### src/design/dnsq_pkg.sv
package dnsq_pkg;

    localparam int MV_W          = 16;
    localparam int PCT_W         = 7;
    localparam int CONFIRM_W     = 8;
    localparam int CFG_IDX_W     = 3;
    localparam int CFG_DATA_W    = 16;
    localparam int COUNT_BITS_DEF = 8;

    // Divider geometry: numerator 200*d + span fits 24 bits, divisor 2*span fits 18.
    localparam int SPAN_W = MV_W + 1;
    localparam int DEN_W  = SPAN_W + 1;
    localparam int NUM_W  = 24;
    localparam int QUO_W  = 7;

    localparam logic [PCT_W-1:0] PCT_FULL   = PCT_W'(100);
    localparam logic [7:0]       SCALE_MULT = 8'd200;

    typedef enum logic [CFG_IDX_W-1:0] {
        REG_DARK_LEVEL   = 3'd0,
        REG_BRIGHT_LEVEL = 3'd1,
        REG_NIGHT_THRESH = 3'd2,
        REG_DAY_THRESH   = 3'd3,
        REG_CONFIRM      = 3'd4
    } cfg_reg_t;

    typedef enum logic [1:0] {
        DEC_NONE  = 2'd0,
        DEC_DAY   = 2'd1,
        DEC_NIGHT = 2'd2,
        DEC_DEFER = 2'd3
    } decision_t;

    localparam logic MODE_DAY   = 1'b0;
    localparam logic MODE_NIGHT = 1'b1;

    localparam logic [MV_W-1:0]      DARK_RESET    = 16'd0;
    localparam logic [MV_W-1:0]      BRIGHT_RESET  = 16'd3300;
    localparam logic [PCT_W-1:0]     NIGHT_RESET   = 7'd20;
    localparam logic [PCT_W-1:0]     DAY_RESET     = 7'd40;
    localparam logic [CONFIRM_W-1:0] CONFIRM_RESET = 8'd3;

    // Commands from the controller to the datapath.
    typedef struct packed {
        logic capture;   // latch the input item
        logic load;      // set up numerator and divisor
        logic div_first; // first divide step, also checks saturation
        logic div_step;  // one restoring divide step
        logic decide;    // update mode state and write the result register
    } dnsq_cmd_t;

endpackage

### src/design/dnsq_ctrl.sv
module dnsq_ctrl
    import dnsq_pkg::*;
(
    input  logic      clk,
    input  logic      rst_n,
    input  logic      in_valid,
    output logic      in_ready,
    output logic      out_valid,
    input  logic      out_ready,
    output dnsq_cmd_t cmd
);

    typedef enum logic [3:0] {
        S_IDLE   = 4'b0001,
        S_LOAD   = 4'b0010,
        S_DIV    = 4'b0100,
        S_DECIDE = 4'b1000
    } state_t;

    localparam logic [2:0] LAST_STEP = 3'(QUO_W - 1);

    state_t     state_reg, state_next;
    logic [2:0] step_reg, step_next;
    logic       out_valid_reg, out_valid_next;
    logic       slot_free;

    assign slot_free = !out_valid_reg || out_ready;
    assign in_ready  = (state_reg == S_IDLE);
    assign out_valid = out_valid_reg;

    always_comb
    begin
        state_next     = state_reg;
        step_next      = step_reg;
        out_valid_next = out_valid_reg;
        cmd            = '0;

        if (out_valid_reg && out_ready)
        begin
            out_valid_next = 1'b0;
        end

        case (state_reg)
            S_IDLE:
            begin
                if (in_valid)
                begin
                    cmd.capture = 1'b1;
                    state_next  = S_LOAD;
                end
            end
            S_LOAD:
            begin
                cmd.load   = 1'b1;
                step_next  = '0;
                state_next = S_DIV;
            end
            S_DIV:
            begin
                cmd.div_step  = 1'b1;
                cmd.div_first = (step_reg == 3'd0);
                step_next     = step_reg + 3'd1;
                if (step_reg == LAST_STEP)
                begin
                    state_next = S_DECIDE;
                end
            end
            S_DECIDE:
            begin
                // hold until the result register can take the item
                if (slot_free)
                begin
                    cmd.decide     = 1'b1;
                    out_valid_next = 1'b1;
                    state_next     = S_IDLE;
                end
            end
            default:
            begin
                state_next = S_IDLE;
            end
        endcase
    end

    always_ff @(posedge clk or negedge rst_n)
    begin
        if (!rst_n)
        begin
            state_reg     <= S_IDLE;
            step_reg      <= '0;
            out_valid_reg <= 1'b0;
        end
        else
        begin
            state_reg     <= state_next;
            step_reg      <= step_next;
            out_valid_reg <= out_valid_next;
        end
    end

endmodule

### src/design/dnsq_datapath.sv
module dnsq_datapath
    import dnsq_pkg::*;
#(
    parameter int COUNT_BITS = COUNT_BITS_DEF
)
(
    input  logic                  clk,
    input  logic                  rst_n,
    input  dnsq_cmd_t             cmd,
    input  logic                  cfg_we,
    input  logic [CFG_IDX_W-1:0]  cfg_index,
    input  logic [CFG_DATA_W-1:0] cfg_data,
    input  logic [MV_W-1:0]       millivolts,
    input  logic                  sample_valid,
    input  logic                  lens_busy,
    output logic [1:0]            decision,
    output logic [PCT_W-1:0]      light_percent,
    output logic                  current_mode,
    output logic                  pending_flag,
    output logic                  pending_mode
);

    localparam int CMP_W = (COUNT_BITS > CONFIRM_W) ? COUNT_BITS : CONFIRM_W;
    localparam logic [COUNT_BITS-1:0] CNT_MAX = {COUNT_BITS{1'b1}};
    localparam logic [COUNT_BITS-1:0] CNT_ONE = COUNT_BITS'(1);

    // configuration
    logic [MV_W-1:0]      dark_reg, bright_reg;
    logic [PCT_W-1:0]     night_reg, day_reg;
    logic [CONFIRM_W-1:0] confirm_reg;

    // captured item
    logic [MV_W-1:0] mv_reg;
    logic            sv_reg, busy_reg;

    // divider
    logic [NUM_W-1:0] rem_reg;
    logic [NUM_W-1:0] den_sh_reg;
    logic [QUO_W-1:0] quo_reg;
    logic             low_reg, sat_reg;

    // mode state
    logic                  mode_reg, mode_next;
    logic                  target_reg, target_next;
    logic [COUNT_BITS-1:0] count_reg, count_next;
    logic                  pend_reg, pend_next;
    logic                  pend_tgt_reg, pend_tgt_next;

    // result register
    logic [1:0]       dec_reg;
    logic [PCT_W-1:0] pct_reg;
    logic             mode_out_reg, pend_out_reg, pend_tgt_out_reg;

    // setup
    logic [SPAN_W-1:0] dark_p1, bright_ext, bright_eff, span;
    logic [MV_W-1:0]   diff;
    logic [NUM_W-1:0]  num;
    logic [DEN_W-1:0]  den;
    logic              low;

    always_comb
    begin
        dark_p1    = {1'b0, dark_reg} + SPAN_W'(1);
        bright_ext = {1'b0, bright_reg};
        bright_eff = (bright_ext < dark_p1) ? dark_p1 : bright_ext;
        span       = bright_eff - {1'b0, dark_reg};
        low        = (mv_reg <= dark_reg);
        diff       = mv_reg - dark_reg;
        num        = NUM_W'(diff) * NUM_W'(SCALE_MULT) + NUM_W'(span);
        den        = {span, 1'b0};
    end

    logic                ge;
    logic [NUM_W:0]      sat_limit;
    logic                sat_now;

    assign ge        = (rem_reg >= den_sh_reg);
    assign sat_limit = {den_sh_reg, 1'b0};
    assign sat_now   = ({1'b0, rem_reg} >= sat_limit);

    always_ff @(posedge clk)
    begin
        if (cmd.capture)
        begin
            mv_reg   <= millivolts;
            sv_reg   <= sample_valid;
            busy_reg <= lens_busy;
        end
        if (cmd.load)
        begin
            rem_reg    <= num;
            den_sh_reg <= NUM_W'({den, 6'b0});
            low_reg    <= low;
            quo_reg    <= '0;
        end
        else if (cmd.div_step)
        begin
            // saturation uses the remainder before any subtraction
            if (cmd.div_first)
            begin
                sat_reg <= sat_now;
            end
            if (ge)
            begin
                rem_reg <= rem_reg - den_sh_reg;
            end
            den_sh_reg <= den_sh_reg >> 1;
            quo_reg    <= {quo_reg[QUO_W-2:0], ge};
        end
    end

    // decision
    logic [PCT_W-1:0]      pct;
    logic                  is_night, is_day, cand;
    logic [COUNT_BITS-1:0] run_new;
    logic                  confirmed;
    decision_t             dec;

    always_comb
    begin
        if (!sv_reg || low_reg)
        begin
            pct = '0;
        end
        else if (sat_reg || (quo_reg > PCT_FULL))
        begin
            pct = PCT_FULL;
        end
        else
        begin
            pct = quo_reg;
        end

        is_night = (pct <= night_reg);
        is_day   = (pct >= day_reg);
        cand     = is_night ? MODE_NIGHT : MODE_DAY;

        if ((cand == target_reg) && (count_reg != '0))
        begin
            run_new = (count_reg == CNT_MAX) ? count_reg : count_reg + CNT_ONE;
        end
        else
        begin
            run_new = CNT_ONE;
        end
        confirmed = (CMP_W'(run_new) >= CMP_W'(confirm_reg));

        mode_next     = mode_reg;
        target_next   = target_reg;
        count_next    = count_reg;
        pend_next     = pend_reg;
        pend_tgt_next = pend_tgt_reg;
        dec           = DEC_NONE;

        if (!sv_reg || !(is_night || is_day))
        begin
            count_next = '0;
        end
        else if (cand == mode_reg)
        begin
            count_next = '0;
            pend_next  = 1'b0;
        end
        else
        begin
            target_next = cand;
            count_next  = run_new;
            if (confirmed)
            begin
                count_next = '0;
                if (busy_reg)
                begin
                    pend_next     = 1'b1;
                    pend_tgt_next = cand;
                    dec           = DEC_DEFER;
                end
                else
                begin
                    mode_next = cand;
                    pend_next = 1'b0;
                    dec       = (cand == MODE_NIGHT) ? DEC_NIGHT : DEC_DAY;
                end
            end
        end
    end

    always_ff @(posedge clk)
    begin
        if (cmd.decide)
        begin
            dec_reg          <= dec;
            pct_reg          <= pct;
            mode_out_reg     <= mode_next;
            pend_out_reg     <= pend_next;
            pend_tgt_out_reg <= pend_tgt_next;
        end
    end

    always_ff @(posedge clk or negedge rst_n)
    begin
        if (!rst_n)
        begin
            mode_reg     <= MODE_DAY;
            target_reg   <= MODE_DAY;
            count_reg    <= '0;
            pend_reg     <= 1'b0;
            pend_tgt_reg <= MODE_DAY;
        end
        else if (cmd.decide)
        begin
            mode_reg     <= mode_next;
            target_reg   <= target_next;
            count_reg    <= count_next;
            pend_reg     <= pend_next;
            pend_tgt_reg <= pend_tgt_next;
        end
    end

    always_ff @(posedge clk or negedge rst_n)
    begin
        if (!rst_n)
        begin
            dark_reg    <= DARK_RESET;
            bright_reg  <= BRIGHT_RESET;
            night_reg   <= NIGHT_RESET;
            day_reg     <= DAY_RESET;
            confirm_reg <= CONFIRM_RESET;
        end
        else if (cfg_we)
        begin
            case (cfg_index)
                REG_DARK_LEVEL:   dark_reg    <= cfg_data;
                REG_BRIGHT_LEVEL: bright_reg  <= cfg_data;
                REG_NIGHT_THRESH: night_reg   <= cfg_data[PCT_W-1:0];
                REG_DAY_THRESH:   day_reg     <= cfg_data[PCT_W-1:0];
                REG_CONFIRM:      confirm_reg <= cfg_data[CONFIRM_W-1:0];
                default:          ;
            endcase
        end
    end

    assign decision      = dec_reg;
    assign light_percent = pct_reg;
    assign current_mode  = mode_out_reg;
    assign pending_flag  = pend_out_reg;
    assign pending_mode  = pend_tgt_out_reg;

endmodule

### src/design/day_night_switch_qualifier.sv
// A result is written to the output register after its item is accepted, by a
// setup step, 7 restoring divide steps, then the decision that writes the result
// register; the decision holds while the output register is full. A new item is
// accepted only when the controller is idle, after the previous item is decided.
// A finished result waits in the output register while the next item is taken.
// Reset (rst_n, asynchronous, active low): calibration registers return to their
// defaults, mode is day, run count and pending switch are cleared, no result is valid.
module day_night_switch_qualifier
    import dnsq_pkg::*;
#(
    parameter int COUNT_BITS = COUNT_BITS_DEF
)
(
    input  logic                  clk,
    input  logic                  rst_n,
    // configuration write port
    input  logic                  cfg_we,
    input  logic [CFG_IDX_W-1:0]  cfg_index,
    input  logic [CFG_DATA_W-1:0] cfg_data,
    // sample channel
    input  logic                  in_valid,
    output logic                  in_ready,
    input  logic [MV_W-1:0]       millivolts,
    input  logic                  sample_valid,
    input  logic                  lens_busy,
    // result channel
    output logic                  out_valid,
    input  logic                  out_ready,
    output logic [1:0]            decision,
    output logic [PCT_W-1:0]      light_percent,
    output logic                  current_mode,
    output logic                  pending_flag,
    output logic                  pending_mode
);

    dnsq_cmd_t cmd;

    // Sequence each item: capture, set up numerator and divisor, divide, decide.
    dnsq_ctrl u_ctrl (
        .clk       (clk),
        .rst_n     (rst_n),
        .in_valid  (in_valid),
        .in_ready  (in_ready),
        .out_valid (out_valid),
        .out_ready (out_ready),
        .cmd       (cmd)
    );

    // Scale the reading to a percent with a sequential shift-subtract divider, then
    // apply the hysteresis thresholds and the confirmation run count.
    dnsq_datapath #(
        .COUNT_BITS (COUNT_BITS)
    ) u_datapath (
        .clk           (clk),
        .rst_n         (rst_n),
        .cmd           (cmd),
        .cfg_we        (cfg_we),
        .cfg_index     (cfg_index),
        .cfg_data      (cfg_data),
        .millivolts    (millivolts),
        .sample_valid  (sample_valid),
        .lens_busy     (lens_busy),
        .decision      (decision),
        .light_percent (light_percent),
        .current_mode  (current_mode),
        .pending_flag  (pending_flag),
        .pending_mode  (pending_mode)
    );

    // An accepted item keeps the input side closed on the next cycle.
    a_busy_after_accept: assert property (@(posedge clk) disable iff (!rst_n)
        in_valid && in_ready |=> !in_ready)
        else $error("input taken again right after an accept");

    // The percent never exceeds full scale.
    a_pct_range: assert property (@(posedge clk) disable iff (!rst_n)
        out_valid |-> light_percent <= PCT_FULL)
        else $error("light percent above full scale");

    // A deferred switch always leaves a pending switch behind.
    a_defer_pending: assert property (@(posedge clk) disable iff (!rst_n)
        out_valid && decision == DEC_DEFER |-> pending_flag)
        else $error("deferred decision without pending switch");

    // A direct switch clears the pending switch and lands on its target mode.
    a_switch_mode: assert property (@(posedge clk) disable iff (!rst_n)
        out_valid && (decision == DEC_DAY || decision == DEC_NIGHT)
        |-> !pending_flag && (current_mode == (decision == DEC_NIGHT)))
        else $error("switch decision disagrees with mode or pending flag");

endmodule
### config.mk
export PLATFORM = sky130hd
export DESIGN_NAME = day_night_switch_qualifier
export DESIGN_NICKNAME = d
export VERILOG_FILES = /design/src/design/dnsq_pkg.sv /design/src/design/dnsq_ctrl.sv /design/src/design/dnsq_datapath.sv /design/src/design/day_night_switch_qualifier.sv
export SDC_FILE = /design/constraint.sdc
export NUM_CORES = 1
export LEC_CHECK = 0
export BUFFER_PORTS_ARGS = -buffer_cell sky130_fd_sc_hd__buf_2
export CORE_MARGIN = 2
export CORE_UTILIZATION = 35
export CTS_CLUSTER_DIAMETER = 60
export DETAILED_ROUTE_END_ITERATION = 10
export HOLD_SLACK_MARGIN = 0.06
export SLEW_MARGIN = 10
export SYNTH_ARGS = -nofsm -noshare
export SYNTH_HDL_FRONTEND = slang
export SYNTH_SLANG_ARGS = --single-unit
export TNS_END_PERCENT = 1
### constraint.sdc
create_clock -name clk -period 8.1 [get_ports clk]
set_input_delay 1.215 -clock clk [delete_from_list [all_inputs] [get_ports clk]]
set_output_delay 1.215 -clock clk [all_outputs]
set_load 0.05 [all_outputs]
==> results of run 1 <==
routing by layer:
layer / vias to the layer above / GRT usage [%] / share of wire [%]
met2: 154 / 27.72 / 47
met5: - / 0 / 0
met4: 0 / 3.676 / 1.0
met1: 5004 / 22.67 / 48
li1: 5251 / - / -
met3: 24 / 3.001 / 3.7
layout make-up:
class	count	area, sq um	area share, %
multi-input cells	1105	8179	55.61
flip-flops and latches	161	4340	29.51
well taps	511	639.4	4.347
inverters	164	615.6	4.185
clock buffers	19	454.2	3.088
repair buffers	62	330.3	2.246
clock inverters	13	148.9	1.012
per-stage QoR:
stage               hold WS, ps  utilization (%)  cell area (sq um)  cells  setup WS (ps)
floorplan                 445.1                -              13240   1459           1458
global placement          455.5            37.61              14100   2003          945.4
detailed placement        469.1            37.61              14100   2003          704.6
CTS                       481.8            39.22              14700   2035          639.0
global route              513.9            39.23              14710   2035          123.0
finish                    479.6            39.23              14710   2035          779.6
worst max path at each step:
stage	endpoint	startpoint	cells after the start	slack [ps]
5_1_grt	u_datapath.rem_reg[20]	u_datapath.dark_reg[0]	32	120
4_1_cts	u_datapath.rem_reg[18]	u_datapath.dark_reg[0]	32	640
6_report	u_datapath.rem_reg[18]	u_datapath.dark_reg[0]	32	780
3_5_place_dp	u_datapath.rem_reg[18]	u_datapath.dark_reg[0]	32	700
2_1_floorplan	u_datapath.rem_reg[18]	u_datapath.dark_reg[0]	31	1460
3_3_place_gp	u_datapath.rem_reg[18]	u_datapath.dark_reg[0]	32	950
cell usage after synthesis, drive strengths merged, types with 22 or more instances:
| cell type | count |
|---|---|
| xor2 | 41 |
| dfrtp | 61 |
| o21ai | 129 |
| nand2 | 150 |
| nand3 | 33 |
| xnor2 | 59 |
| nand2b | 22 |
| ha | 187 |
| clkbuf | 22 |
| a21o | 34 |
| edfxtp | 73 |
| a21oi | 93 |
| nor2 | 72 |
| inv | 164 |
| nor3 | 26 |
kinds of logic (layout without fill, tap and decap cells):
| kind of cell | count (synthesis) | after routing |
|---|---|---|
| AOI/OAI and AO/OA | 372 | 372 |
| xor gates and xnor gates | 101 | 101 |
| adders and majority gates | 202 | 202 |
| buffers and inverters | 193 | 258 |
| DFF | 161 | 161 |
| muxes | 37 | 37 |
| and+or+nand+nor | 393 | 393 |
tightest hold or removal path, stage by stage, from the launching register on:
cell     delay (ps)
dfxtp_1         330
nand2_1          60
a21oi_1          50
timing repair:
action,in CTS,in global routing
setup buffers,0,0
resized for setup,0,1
setup endpoints to repair,0,2
==> results.json, run 1 <==
{
  "start_util_pct": 35.30,
  "critPathArrivalTime_ps": 7470,
  "synth-simple-area-share_pct": 14.18,
  "synth_adder_area_share_pct": 19.95,
  "n_antenna_cell": 0,
  "r2r_setup_slack_ps": 780,
  "vias": 10430,
  "endpoint_kind": "flop",
  "min_period_over_period_pct": 90.38,
  "cts_buffer_depth": 2,
  "synth_edf_count": 73,
  "dpl.hpwl_mm": 24.61,
  "setup_viol": 0,
  "die_area_sq_mm": 0.03939,
  "syn_area_sq_mm": 0.01324,
  "final_cell_mix": "187 x ha_1, 163 x inv_1, 148 x nand2_1",
  "yosysWarningCount": 0,
  "min_from": "u_datapath.den_sh_reg[5]",
  "reg2reg_to": "u_datapath.rem_reg[18]",
  "hp-class": "flop to flop",
  "synth_top_family_by_area": "adder cells",
  "drtPass1Iterations": 7,
  "synth.distinct_cells": 80,
  "skew_ps": 10.14,
  "layout_min_cycle_time_ps": 7320,
  "timing.fmax_mhz": 136.6,
  "grt_usage_pct": 16.70,
  "grt_antenna_before_repair": 0,
  "grt_max_degree": 75,
  "rsz0062_at_grt": "no",
  "hold_viol_final": 0,
  "synth.top_cell.area_share_pct": 17.68,
  "slew_headroom_pct": 24.80,
  "critical_path.top_delay_family": "compound AO/OA/AOI/OAI gates",
  "grt_pass1_vias": 10340,
  "synth-async-reset-ratio_pct": 45.96,
  "route.detailed.drc": 0,
  "drt-vias-per-instance": 5.127,
  "crit_slowest_cell": "dfrtp_1",
  "io_buffers": 55,
  "final_nets": 1755,
  "drive_above_1_share_pct": 9.908,
  "cts_made_buffers": 17,
  "yosysTopAreaCell": "ha_1",
  "io_pins": 56,
  "postCtsHoldBufs": 0,
  "synthMuxAreaShare_pct": 2.959,
  "drt_wl_total_mm": 31.58,
  "cap_violations": 0,
  "die_h_um": 198.5,
  "clock_sinks": 161,
  "syn_area_per_cell_sq_um": 9.071,
  "grt_pass1_wl_mm": 52.47,
  "synthFlopType": "edfxtp_1",
  "synth_compound_gate_area_share_pct": 17.73,
  "seq_area_frac_synth_pct": 32.79,
  "rows": 71,
  "final_common_cell": "ha_1",
  "htree_levels": 4,
  "slowest_delay_ps": 450,
  "fillers": 3786,
  "syn-num-nets": 1703,
  "yosys-top-cells-area": "ha_1 18%, edfxtp_1 17%, dfrtp_1 12%, o21ai_0 4.7%, inv_1 4.6%",
  "insertion_delay_ps": 440,
  "max_slew.worst_pin.slew_ps": 1125,
  "setup_tns_ps": 0,
  "critical_path_class": "flop to flop",
  "hold_depth": 2,
  "routabilityCongestion": 0.8345,
  "cts_tree": "built",
  "core_sq_mm": 0.03749,
  "critPathBufInv": 0,
  "drtIter0Drc": 545,
  "fp.dieW_um": 198.5,
  "synth_seq_cells": 161,
  "area_growth_pct": 11.13,
  "r2r_start": "u_datapath.dark_reg[0]",
  "synthXorXnorAreaFrac_pct": 6.844,
  "wl_per_cell_um": 15.52,
  "crit_required_ps": 8250,
  "cts_root_buf": "clkbuf_16",
  "ant_nets": 0,
  "cp_max_fo": 7,
  "outcome": "completed",
  "maxSlewViolCount": 0,
  "min_to": "u_datapath.den_sh_reg[4]",
  "r2r_cells": 32,
  "overflow": 0,
  "path_clk_slew_ps": 70,
  "critPathLaunchType": "flop",
  "syn_inst": 1459
}
Power of run 1 is not shown: default switching activity piles up to over one toggle a cycle in this logic, so the estimate is an artifact.
==> inputs of run 2 (changes only) <==
- CELL_PAD_IN_SITES_DETAIL_PLACEMENT: unset -> 0
- CELL_PAD_IN_SITES_GLOBAL_PLACEMENT: unset -> 1
- PLACE_DENSITY_LB_ADDON: unset -> 0.1
==> run 2 against run 1 <==
Net effect:
- flip-flop and latch count stayed put
- die area stayed put
- via count is 2.4% lower
- highest routed layer unchanged
- first-iteration DRC count is 26% lower
- wire length is 8.2% higher
==> results.json, run 2 (synthesis results as in run 1) <==
{
  "outcome": "completed",
  "crit_end": "u_datapath.rem_reg[23]",
  "final_common_cell": "ha_1",
  "cts_tree": "built",
  "cts_resized": 0,
  "cts_setup_buffers": 0,
  "crit_required_ps": 8260,
  "setup_slack_ps": 870.6,
  "grt_usage_pct": 17.98,
  "max_slew.worst_pin.slew_ps": 1156,
  "cp_max_fo": 7,
  "slowest_delay_ps": 460,
  "rsz0062_at_grt": "no",
  "r2r_start": "u_datapath.dark_reg[0]",
  "layout_min_cycle_time_ps": 7229,
  "endpoint_kind": "flop",
  "min_period_over_period_pct": 89.25,
  "crit_slowest_cell": "o311ai_2",
  "post-place-ws_ps": 869.2,
  "hp-class": "flop to flop",
  "insertion_delay_ps": 450,
  "core_sq_mm": 0.03749,
  "die_h_um": 198.5,
  "postCtsHoldBufs": 0,
  "fillers": 3843,
  "n_antenna_cell": 0,
  "fp.dieW_um": 198.5,
  "drive_above_1_share_pct": 10.01,
  "die_area_sq_mm": 0.03939,
  "critPathLaunchType": "flop",
  "grt_antenna_before_repair": 0,
  "vias": 10190,
  "rows": 71,
  "cts_root_buf": "clkbuf_16",
  "drtPass1Iterations": 5,
  "path_clk_slew_ps": 70,
  "start_util_pct": 35.30,
  "critPathArrivalTime_ps": 7390,
  "slew_headroom_pct": 22.74,
  "final_cell_mix": "187 x ha_1, 163 x inv_1, 149 x nand2_1",
  "area_growth_pct": 11.36,
  "io_buffers": 55,
  "setup_viol": 0,
  "wl_per_cell_um": 16.76,
  "ant_nets": 0,
  "htree_levels": 4,
  "hold_viol_final": 0,
  "critical_path_class": "flop to flop",
  "io_pins": 56,
  "grt_pass1_vias": 10070,
  "skew_ps": 13.93,
  "r2r_setup_slack_ps": 870,
  "routabilityCongestion": 0.8384,
  "grt_pass1_wl_mm": 54.55,
  "cap_violations": 0,
  "route.detailed.drc": 0,
  "drt_wl_total_mm": 34.18,
  "grt_max_degree": 68,
  "cts_made_buffers": 17,
  "place_inst": 2007,
  "crit_path_start": "u_datapath.dark_reg[0]",
  "maxSlewViolCount": 0,
  "fin_cells": 2039,
  "drt-vias-per-instance": 4.996,
  "reg2reg_to": "u_datapath.rem_reg[23]",
  "setup_tns_ps": 0,
  "r2r_cells": 30,
  "clock_sinks": 161,
  "drtIter0Drc": 401,
  "timing.fmax_mhz": 138.3,
  "dpl.hpwl_mm": 27.05,
  "cts_buffer_depth": 2,
  "final_nets": 1759,
  "overflow": 0
}
[run 2: cell count changes in the layout (fill, tap and decap cells not counted), sizes merged]
cell      change
inv           -3
bufinv        +1
clkinv        +1
clkbuf        -1
buf           +4
clkinvlp      +2
[run 2: area by class of cell]
type / instances / area [sq um] / area share (%)
clock buffer: 18 / 429.2 / 2.912
clock inverter: 14 / 180.2 / 1.222
inverter: 164 / 615.6 / 4.177
multi-input combinational: 1105 / 8174 / 55.46
sequential: 161 / 4340 / 29.45
tap: 511 / 639.4 / 4.338
timing repair buffer: 66 / 360.3 / 2.445
[run 2: per-layer routing]
layer,global-route usage [%],part of all wire (%),vias to the layer above
met3,3.069,2.3,26
met5,0,0,-
met2,30.70,48,99
li1,-,-,5263
met4,3.814,1.1,0
met1,23.86,48,4799
[run 2: worst min path at each step]
stage,from,endpoint,slack [ps],cells past startpoint
4_1_cts,u_datapath.den_sh_reg[6],u_datapath.den_sh_reg[6],480,2
5_1_grt,u_datapath.den_sh_reg[4],u_datapath.den_sh_reg[3],500,2
6_report,u_datapath.den_sh_reg[2],u_datapath.den_sh_reg[1],480,2
2_1_floorplan,u_datapath.den_sh_reg[3],u_datapath.den_sh_reg[2],450,2
3_5_place_dp,u_datapath.den_sh_reg[6],u_datapath.den_sh_reg[6],470,2
3_3_place_gp,u_datapath.den_sh_reg[3],u_datapath.den_sh_reg[2],460,2
[run 2: per-stage QoR]
step                utilization, %  hold slack [ps]  cell area [sq um]
floorplan                        -            445.1              13240
detailed placement           37.69            468.2              14130
CTS                          39.32            482.2              14740
global placement             37.69            459.3              14130
global route                 39.32            499.3              14740
finish                       39.32            479.9              14740
[run 2: critical path: cells and delay by family (launching register included)]
family | cells | cell delay, ps
AND/OR/NAND/NOR | 8 | 1540
XOR/XNOR | 3 | 510
flip-flops | 1 | 450
adder cells (fa/ha/maj) | 5 | 1440
multiplexers | 1 | 200
AO/OA/AOI/OAI | 13 | 2780
Power of run 2 is left out for the same reason.
